### src/rtl/sfr_pkg.sv
// Types, codes and the CRC-16 byte update for the serial frame receiver.
// No dependencies.
`default_nettype none

package sfr_pkg;

  localparam int KIND_W = 3;

  typedef enum logic [1:0] {
    PH_HUNT = 2'd0,
    PH_LEN  = 2'd1,
    PH_BODY = 2'd2,
    PH_CRC  = 2'd3
  } phase_t;

  typedef enum logic [KIND_W-1:0] {
    KIND_BODY    = 3'd0,
    KIND_GOOD    = 3'd1,
    KIND_CRC_ERR = 3'd2,
    KIND_LEN_ERR = 3'd3,
    KIND_TIMEOUT = 3'd4
  } kind_t;

  // input tuser codes
  localparam logic OP_BYTE = 1'b0;
  localparam logic OP_TICK = 1'b1;

  // register indexes
  localparam logic [1:0] REG_HEADER  = 2'd0;
  localparam logic [1:0] REG_TIMEOUT = 2'd1;
  localparam logic [1:0] REG_CRC_EN  = 2'd2;

  localparam logic [15:0] CRC_POLY = 16'h1021;

  // CRC-16/XMODEM, MSB first, one byte
  function automatic logic [15:0] crc_update(input logic [15:0] crc_in, input logic [7:0] b);
    logic [15:0] c;
    c = crc_in ^ {b, 8'h00};
    for (int i = 0; i < 8; i++) begin
      if (c[15]) begin
        c = {c[14:0], 1'b0} ^ CRC_POLY;
      end else begin
        c = {c[14:0], 1'b0};
      end
    end
    return c;
  endfunction

endpackage

`default_nettype wire

### src/rtl/serial_frame_receiver_crc16_top.sv
// Serial frame receiver: header hunt, LE length, body forward, CRC-16/XMODEM check.
// Depends on sfr_pkg.
`default_nettype none
//
//  channel | dir | handshake           | content
//  --------+-----+---------------------+----------------------------------------
//  s_*     | in  | s_tvalid / s_tready | tdata rx_byte, tuser op (0 byte, 1 tick)
//  m_*     | out | m_tvalid / m_tready | tdata body_byte, body_length; tuser kind
//  cfg_*   | in  | cfg_valid/cfg_ready | cfg_index register, cfg_data value
//
// One word per cycle: every input word is handled in the cycle it is accepted,
// the CRC byte update and phase logic sit between the state registers and the
// single output register, so the sustained rate is one word per clock while m_* does not stall.
// A result appears on m_* the cycle after its input word; words that give no
// result leave the output alone.
// s_tready is high while the output register is empty or being drained, so a
// stall on m_* holds the input back only while a result is waiting.
// rst (synchronous) returns the receiver to header hunting and loads the
// register defaults: header 0x00, timeout 300000 ticks, CRC check on.
// cfg_ready is always high; a write to the unused index is dropped.

module serial_frame_receiver_crc16_top #(
  parameter int BUF_LEN = 512
) (
  input  wire logic                      clk,
  input  wire logic                      rst,
  input  wire logic                      s_tvalid,
  output      logic                      s_tready,
  input  wire logic [7:0]                s_tdata,   // [7:0] rx_byte
  input  wire logic                      s_tuser,   // [0] op
  output      logic                      m_tvalid,
  input  wire logic                      m_tready,
  output      logic [23:0]               m_tdata,   // [7:0] body_byte, [16:8] body_length, zero pad
  output      logic [sfr_pkg::KIND_W-1:0] m_tuser,  // [2:0] kind
  input  wire logic                      cfg_valid,
  output      logic                      cfg_ready,
  input  wire logic [1:0]                cfg_index,
  input  wire logic [31:0]               cfg_data
);

  import sfr_pkg::*;

  localparam int          LEN_W   = $clog2(BUF_LEN - 4);
  localparam logic [15:0] MAX_LEN = 16'(BUF_LEN - 5);

  // configuration
  logic [7:0]  header_value;
  logic [31:0] timeout_ticks;
  logic        crc_check_enable;

  // receiver state
  phase_t          rx_phase, rx_phase_next;
  logic            second, second_next;          // second length / CRC byte due
  logic [7:0]      length_low, length_low_next;
  logic [LEN_W-1:0] frame_length, frame_length_next;
  logic [LEN_W-1:0] body_count, body_count_next;
  logic [15:0]     running_crc, running_crc_next;
  logic [7:0]      crc_low_byte, crc_low_byte_next;
  logic [31:0]     idle_ticks, idle_ticks_next;

  // result of the current word
  logic            res_valid;
  kind_t           res_kind;
  logic [7:0]      res_byte;
  logic [8:0]      res_len;

  logic            accept;
  logic [7:0]      rx_byte;
  logic [15:0]     crc_step;
  logic [15:0]     len_word;
  logic [15:0]     len_ext;
  logic [15:0]     crc_got;
  logic [31:0]     idle_inc;
  logic [LEN_W-1:0] body_inc;

  assign rx_byte   = s_tdata;
  assign accept    = s_tvalid && s_tready;
  assign s_tready  = !m_tvalid || m_tready;
  assign cfg_ready = 1'b1;

  assign crc_step = crc_update((rx_phase == PH_HUNT) ? 16'h0000 : running_crc, rx_byte);
  assign len_word = {rx_byte, length_low};
  assign len_ext  = 16'(frame_length);
  assign crc_got  = {rx_byte, crc_low_byte};
  assign idle_inc = (idle_ticks == 32'hFFFF_FFFF) ? idle_ticks : idle_ticks + 32'd1;
  assign body_inc = body_count + LEN_W'(1);

  always_comb begin
    rx_phase_next     = rx_phase;
    second_next       = second;
    length_low_next   = length_low;
    frame_length_next = frame_length;
    body_count_next   = body_count;
    running_crc_next  = running_crc;
    crc_low_byte_next = crc_low_byte;
    idle_ticks_next   = idle_ticks;
    res_valid         = 1'b0;
    res_kind          = KIND_BODY;
    res_byte          = 8'h00;
    res_len           = 9'd0;

    if (s_tuser == OP_TICK) begin
      // ticks only count inside a frame and with the timer enabled
      if (rx_phase != PH_HUNT && timeout_ticks != 32'd0) begin
        idle_ticks_next = idle_inc;
        if (idle_inc >= timeout_ticks) begin
          rx_phase_next   = PH_HUNT;
          second_next     = 1'b0;
          idle_ticks_next = 32'd0;
          res_valid       = 1'b1;
          res_kind        = KIND_TIMEOUT;
        end
      end
    end else begin
      case (rx_phase)
        PH_HUNT: begin
          if (rx_byte == header_value) begin
            running_crc_next = crc_step;
            second_next      = 1'b0;
            idle_ticks_next  = 32'd0;
            rx_phase_next    = PH_LEN;
          end
        end
        PH_LEN: begin
          idle_ticks_next  = 32'd0;
          running_crc_next = crc_step;
          if (!second) begin
            length_low_next = rx_byte;
            second_next     = 1'b1;
          end else if (len_word > MAX_LEN) begin
            rx_phase_next = PH_HUNT;
            second_next   = 1'b0;
            res_valid     = 1'b1;
            res_kind      = KIND_LEN_ERR;
          end else begin
            frame_length_next = len_word[LEN_W-1:0];
            body_count_next   = '0;
            second_next       = 1'b0;
            rx_phase_next     = (len_word == 16'd0) ? PH_CRC : PH_BODY;
          end
        end
        PH_BODY: begin
          idle_ticks_next  = 32'd0;
          running_crc_next = crc_step;
          body_count_next  = body_inc;
          if (body_inc >= frame_length) begin
            rx_phase_next = PH_CRC;
          end
          res_valid = 1'b1;
          res_kind  = KIND_BODY;
          res_byte  = rx_byte;
        end
        PH_CRC: begin
          idle_ticks_next = 32'd0;
          if (!second) begin
            crc_low_byte_next = rx_byte;
            second_next       = 1'b1;
          end else begin
            rx_phase_next = PH_HUNT;
            second_next   = 1'b0;
            res_valid     = 1'b1;
            res_kind      = (crc_got == running_crc || !crc_check_enable) ? KIND_GOOD
                                                                          : KIND_CRC_ERR;
            res_len       = len_ext[8:0];
          end
        end
        default: begin
          rx_phase_next = PH_HUNT;
        end
      endcase
    end
  end

  // configuration registers
  always_ff @(posedge clk) begin
    if (rst) begin
      header_value     <= 8'h00;
      timeout_ticks    <= 32'd300000;
      crc_check_enable <= 1'b1;
    end else if (cfg_valid && cfg_ready) begin
      case (cfg_index)
        REG_HEADER:  header_value     <= cfg_data[7:0];
        REG_TIMEOUT: timeout_ticks    <= cfg_data;
        REG_CRC_EN:  crc_check_enable <= cfg_data[0];
        default: ;
      endcase
    end
  end

  // receiver state
  always_ff @(posedge clk) begin
    if (rst) begin
      rx_phase     <= PH_HUNT;
      second       <= 1'b0;
      length_low   <= 8'h00;
      frame_length <= '0;
      body_count   <= '0;
      running_crc  <= 16'h0000;
      crc_low_byte <= 8'h00;
      idle_ticks   <= 32'd0;
    end else if (accept) begin
      rx_phase     <= rx_phase_next;
      second       <= second_next;
      length_low   <= length_low_next;
      frame_length <= frame_length_next;
      body_count   <= body_count_next;
      running_crc  <= running_crc_next;
      crc_low_byte <= crc_low_byte_next;
      idle_ticks   <= idle_ticks_next;
    end
  end

  // output register; reloaded whenever a word is accepted
  always_ff @(posedge clk) begin
    if (rst) begin
      m_tvalid <= 1'b0;
    end else if (accept) begin
      m_tvalid <= res_valid;
    end else if (m_tready) begin
      m_tvalid <= 1'b0;
    end
  end

  always_ff @(posedge clk) begin
    if (accept) begin
      m_tdata <= {7'd0, res_len, res_byte};
      m_tuser <= res_kind;
    end
  end

endmodule

`default_nettype wire

### config.mk
export PLATFORM = sky130hd
export DESIGN_NAME = serial_frame_receiver_crc16_top
export DESIGN_NICKNAME = d
export VERILOG_FILES = /design/src/rtl/sfr_pkg.sv /design/src/rtl/serial_frame_receiver_crc16_top.sv
export SDC_FILE = /design/constraint.sdc
export NUM_CORES = 1
export LEC_CHECK = 0
export BUFFER_PORTS_ARGS = -buffer_cell sky130_fd_sc_hd__buf_4
export CAP_MARGIN = 10
export CORE_MARGIN = 1
export CORE_UTILIZATION = 55
export DETAILED_ROUTE_END_ITERATION = 6
export GPL_TIMING_DRIVEN = 0
export HOLD_SLACK_MARGIN = 0.1
export PLACE_DENSITY = 0.75
export SETUP_SLACK_MARGIN = 0.2
export SKIP_CTS_REPAIR_TIMING = 1
export SYNTH_ARGS = -nofsm -noshare
export SYNTH_HDL_FRONTEND = slang
export SYNTH_SLANG_ARGS = --single-unit
### constraint.sdc
create_clock -name clk -period 5.1 [get_ports clk]
set_input_delay 1.02 -clock clk [delete_from_list [all_inputs] [get_ports clk]]
set_output_delay 1.02 -clock clk [all_outputs]
set_load 0.05 [all_outputs]
# Word level (Yosys, flattened, before mapping)
# Index checks and enable logic that the tools add are counted.
# Widths: inputs -> output; s select.
[totals] register_bits=147 inputBits=48 out_inout_bits=30 wordCells=135
[op_classes] add_sub_neg=2 magnitude_cmp=3 eq_ne=17 mux=53 bitwise=14 reduce_logical=31
[ops] operator="$mux 32" count=5
[ops] operator="$mux 13" count=8
[ops] operator="$pmux 32 s2" count=1
[ops] operator="$add 32x1->32 const B" count=1
[ops] operator="$eq 32x32->1 const B" count=1
[ops] operator="$ge 32x32->1" count=1
[ops] operator="$mux 16" count=2
[ops] operator="$pmux 16 s2" count=1
[ops] operator="$reduce_bool 32->1" count=1
[ops] operator="$mux 2" count=12
[ops] operator="$not 3->3" count=8
[ops] operator="$mux 9" count=2
[ops] operator="$pmux 9 s2" count=1
[ops] operator="$eq 16x16->1" count=1
[ops] operator="$gt 16x9->1 const B" count=1
[ops] operator="$logic_not 16->1" count=1
[ops] operator="$xor 16x16->16" count=1
[ops] operator="$reduce_and 5->1" count=3
[ops] operator="$mux 1" count=14
[ops] operator="$reduce_and 4->1" count=3
[ops] operator="$add 9x1->9 const B" count=1
[ops] operator="$ge 9x9->1" count=1
[ops] operator="$mux 3" count=3
[ops] operator="$ne 3x3->1 const B" count=3
[ops] operator="other kinds (22)" count=44

# Longest topological paths before layout
[depth] depth_word=21 mapped_depth=19 mapped_depth_nobuf=14

# Worst setup path after synthesis
# OpenSTA, ideal clock, no wires.
[synth_timing] path_type="reg2reg" start="reg idle_ticks[25]" end="reg idle_ticks[20]" setup_ns=0.060 arrival_ns=4.084 required_ns=5.040 setup_slack_ns=0.956 stages_incl_launch_ff=18 n_path_buf=3 period_less_slack_ns=4.144 cell_sequence="dfxtp_1 buf_4 nand3_1 or3_4 or4_4 buf_6 nand2_1 nor3_1 or2_2 ha_1 a21oi_1 nor2_1 a2111oi_0 o211ai_1 a21o_1 nor3_1 clkbuf_1 a221o_1"
[synth_via] elab_chain_cells=6 elab_cells_between_ends=7 cone_classes="1 x add/sub; 1 x order compare; 1 x eq/ne; 4 x mux"
[synth_lines] item="from (decl)" line_no="serial_frame_receiver_crc16_top.sv:59" rtl="logic [31:0] idle_ticks, idle_ticks_next;"
[synth_lines] item="from (signal assigned)" line_no="serial_frame_receiver_crc16_top.sv:209" rtl="idle_ticks <= idle_ticks_next;"
[synth_lines] item="$add 32x1->32 or $eq 32x32->1 (tied branches)" line_no="serial_frame_receiver_crc16_top.sv:85" rtl="assign idle_inc = (idle_ticks == 32'hFFFF_FFFF) ? idle_ticks : idle_ticks + 32'd1;"
[synth_lines] item="$mux 32 *" line_no="serial_frame_receiver_crc16_top.sv:85"
[synth_lines] item="$ge 32x32->1" line_no="serial_frame_receiver_crc16_top.sv:106" rtl="if (idle_inc >= timeout_ticks) begin"
[synth_lines] item="$mux 32 *" line_no="serial_frame_receiver_crc16_top.sv:106"
[synth_lines] item="$mux 32 *" line_no="serial_frame_receiver_crc16_top.sv:104" rtl="if (rx_phase != PH_HUNT && timeout_ticks != 32'd0) begin"
[synth_lines] item="$mux 32 *" line_no="serial_frame_receiver_crc16_top.sv:102" rtl="if (s_tuser == OP_TICK) begin"
# Mark *: on every way between the ends. The rest lies on a longest branch, timed or not. The select of a mux whose other input is x is not followed.
# A chain may end at the register's enable or synchronous reset.

# Final worst setup path
[layout_timing] start="reg idle_ticks[15]" end="reg idle_ticks[15]"
# Same word-level chain as after synthesis.

==> impl_metrics.json <==
{
  "p_seq_share_pct": 46.7,
  "antenna_found_initial": 0,
  "arrival_ps": 5020,
  "vias_per_cell": 5.84,
  "dp_cells": 1292,
  "die_w_um": 126,
  "start_util_pct": 57.2,
  "rows": 44,
  "dp_hpwl_um": 16600,
  "hold_violations": 0,
  "path_class": "flop to flop",
  "ys_async_sr_fraction_pct": 0,
  "place_ws_ps": -214,
  "drcViolationCount": 5,
  "p_comb_share_pct": 8.6,
  "power.switching_mw": 0.682,
  "min_period_over_period_pct": 90.9,
  "p_per_area_nw_per_um2": 266,
  "clkSinkCount": 147,
  "tightest_slew_ps": 999,
  "clk_latency_ps": 430,
  "clk_pin_slew_ps": 70,
  "start_kind": "flop",
  "intPower_mw": 1.89,
  "routedWlPerCell_um": 16.9,
  "drtIter0Drc": 659,
  "synthFlopType": "dfxtp_1",
  "whs_ps": 456,
  "antennaDiodeCount": 0,
  "crit_path_end_kind": "flop",
  "fin_nets": 1223,
  "place.gp.congestion": 0.861,
  "layoutNonFillerInstCount": 1325,
  "grt_max_degree": 21,
  "vdd_ir_drop_max_uv": 229,
  "maxSlewViolCount": 0,
  "core_sq_um": 14700,
  "cp_max_fo": 10,
  "die_h_um": 126,
  "power.total_mw": 2.58,
  "first_pass_iters": 7,
  "synthCells": 1042,
  "p_leak_nw": 3.76,
  "hp-class": "flop to flop",
  "die-area_sq_um": 15800,
  "fmax_mhz": 216,
  "rsz0062_at_grt": "no",
  "avgSynthCellArea_sq_um": 8.06,
  "yosys_warnings": 0,
  "vias": 7738,
  "drive_gt1_share_pct": 11.8,
  "pwr-share-clk_pct": 44.6,
  "status": "finished, violations left",
  "gr-total-overflow": 0,
  "synth_seq_area_share_pct": 37.4,
  "htree_levels": 4,
  "grt_usage_pct": 28.9,
  "ant_nets": 0,
  "syn_area_sq_um": 8400,
  "yosysUniqueCellTypes": 65,
  "violations": "design-rule violations",
  "relSlewSlack_pct": 32.9,
  "swShare_pct": 26.5,
  "finalWorstPathRequiredPeriod_ps": 4640,
  "syn2layout_area_growth_pct": 15.4,
  "crit_required_ps": 5480,
  "cts_root_buf": "clkbuf_16",
  "synth-edff-count": 20,
  "setup_viol": 0,
  "cts_buffers": 17,
  "worst_slack_ps": 462,
  "grt_pass1_vias": 7173,
  "ys_ff_latch": 147,
  "io_buffers": 60,
  "cap_viol_max_count": 0,
  "regToRegSetupSlack_ps": 460,
  "cts_tree": "built",
  "final_area_sq_um": 9700,
  "wl_um": 22400,
  "clock_skew_ps": 8.43,
  "clk_path_buf_depth": 2,
  "grt_pass1_wl_um": 35700,
  "placed_area_sq_um": 9100,
  "ios": 78
}
## cell usage in the layout, fill, tap and decap left out, types with 26 or more instances in the layout
cell and n:
nor4_1 26, a21oi_1 101, nand3_1 47, xnor2_1 54, buf_4 70, xor2_1 29, nand2_1 155, ha_1 47
nor2_1 86, dfxtp_1 127, clkbuf_1 49, nand4_1 27, inv_1 50
## Yosys cell counts (3+ instances only)
library cell / number / area [sq um]
edfxtp_1: 20 / 601
nor3_1: 18 / 90.1
and4_1: 4 / 35.0
buf_2: 3 / 15.0
a21oi_1: 102 / 510
a221o_1: 11 / 110
buf_4: 9 / 67.6
nand4_1: 27 / 169
o211ai_1: 11 / 82.6
a31oi_1: 5 / 31.3
nand2_1: 155 / 582
xor2_1: 29 / 254
or2_2: 6 / 37.5
or4_1: 3 / 22.5
nor2_1: 86 / 323
inv_1: 50 / 188
nor2b_1: 10 / 62.6
ha_1: 47 / 588
nor4_1: 27 / 169
clkbuf_1: 54 / 203
a2111oi_0: 6 / 52.6
a41oi_1: 3 / 26.3
and2_1: 17 / 106
dfxtp_1: 127 / 2540
and3_1: 12 / 75.1
xnor2_1: 54 / 473
buf_1: 6 / 22.5
nand2b_1: 6 / 37.5
a21o_1: 5 / 37.5
o21a_1: 5 / 37.5
nand3b_1: 3 / 22.5
nand3_1: 47 / 235
a211oi_1: 4 / 30.0
o31ai_1: 4 / 30.0
or3b_2: 5 / 43.8
mux2i_1: 11 / 110
o21ai_0: 16 / 80.1
## critical path, stage by stage, from the launching register on
cell and delay (ps):
dfxtp_1 460, and3_1 200, clkbuf_2 200, nand4_1 110
buf_4 170, or4_4 420, buf_6 150, nand2_1 110
nor3_1 80, or2_2 300, ha_1 300, a21oi_1 160
nor2_1 70, a2111oi_2 440, a21oi_1 250, a21o_1 250
clkbuf_2 230, clkbuf_2 270, nor4_1 250, a221o_1 150
## power groups by stage
stage / sequential (mW) / combinational (mW) / clock, mW
floorplan: 1.25 / 0.121 / 0
global placement: 1.23 / 0.216 / 0
detailed placement: 1.23 / 0.218 / 0
CTS: 1.20 / 0.220 / 1.16
global route: 1.20 / 0.238 / 1.21
finish: 1.20 / 0.223 / 1.15
## through the flow
step                      utilization, %  TNS [ps]
final                               66.0         0
after detailed placement            61.9     -2280
after floorplan                        -         0
after CTS                           65.6     -2880
after global routing                66.0         0
after global placement              61.9     -1260
## per-layer routing
metal	global-route usage [%]	wire length, um	vias to the layer above	share of wire, %
met5	0	0	-	0
met3	5.01	1310	42	5.9
met1	38.1	10200	3638	46
li1	-	-	3793	-
met2	46.9	10300	265	46
met4	11.8	542	0	2.4
## path summary, 6_finish.rpt
kind | endpoint | cells past startpoint | from
worst max-delay path | idle_ticks[15] | 19 | idle_ticks[15]
worst min-delay path | frame_length[3] | 2 | frame_length[3]
worst max register to register | idle_ticks[15] | 19 | idle_ticks[15]
worst min register to register | frame_length[3] | 2 | frame_length[3]
## cell type report
class,instances,area (sq um)
timing repair buffer,61,458
buffer,74,332
tap,184,230
inverter,51,191
clock inverter,14,106
clock buffer,18,429
sequential,147,3140
fill,1289,5000
multi-input combinational,776,4810
## sequential cells by signal, indices dropped and copies added (netlist names), 8 cells and up
register	count
idle_ticks	32
timeout_ticks	32
m_tdata	17
running_crc	16
body_count	9
frame_length	9
crc_low_byte	8
header_value	8
length_low	8
## cells by family (layout without fill, tap and decap cells)
| logic type | Yosys count | after routing | share of synthesized area [%] |
|---|---|---|---|
| flops | 147 | 147 | 37.4 |
| buf+inv | 125 | 218 | 6.14 |
| mux | 13 | 13 | 1.58 |
| fa+ha+maj | 47 | 47 | 7.00 |
| compound gates | 189 | 189 | 14.1 |
| xor+xnor | 83 | 83 | 8.65 |
| other cells | 2 | 8 | 0.0894 |
| simple gates | 436 | 436 | 25.0 |
Note: power is estimated with default switching activity, not from simulation.
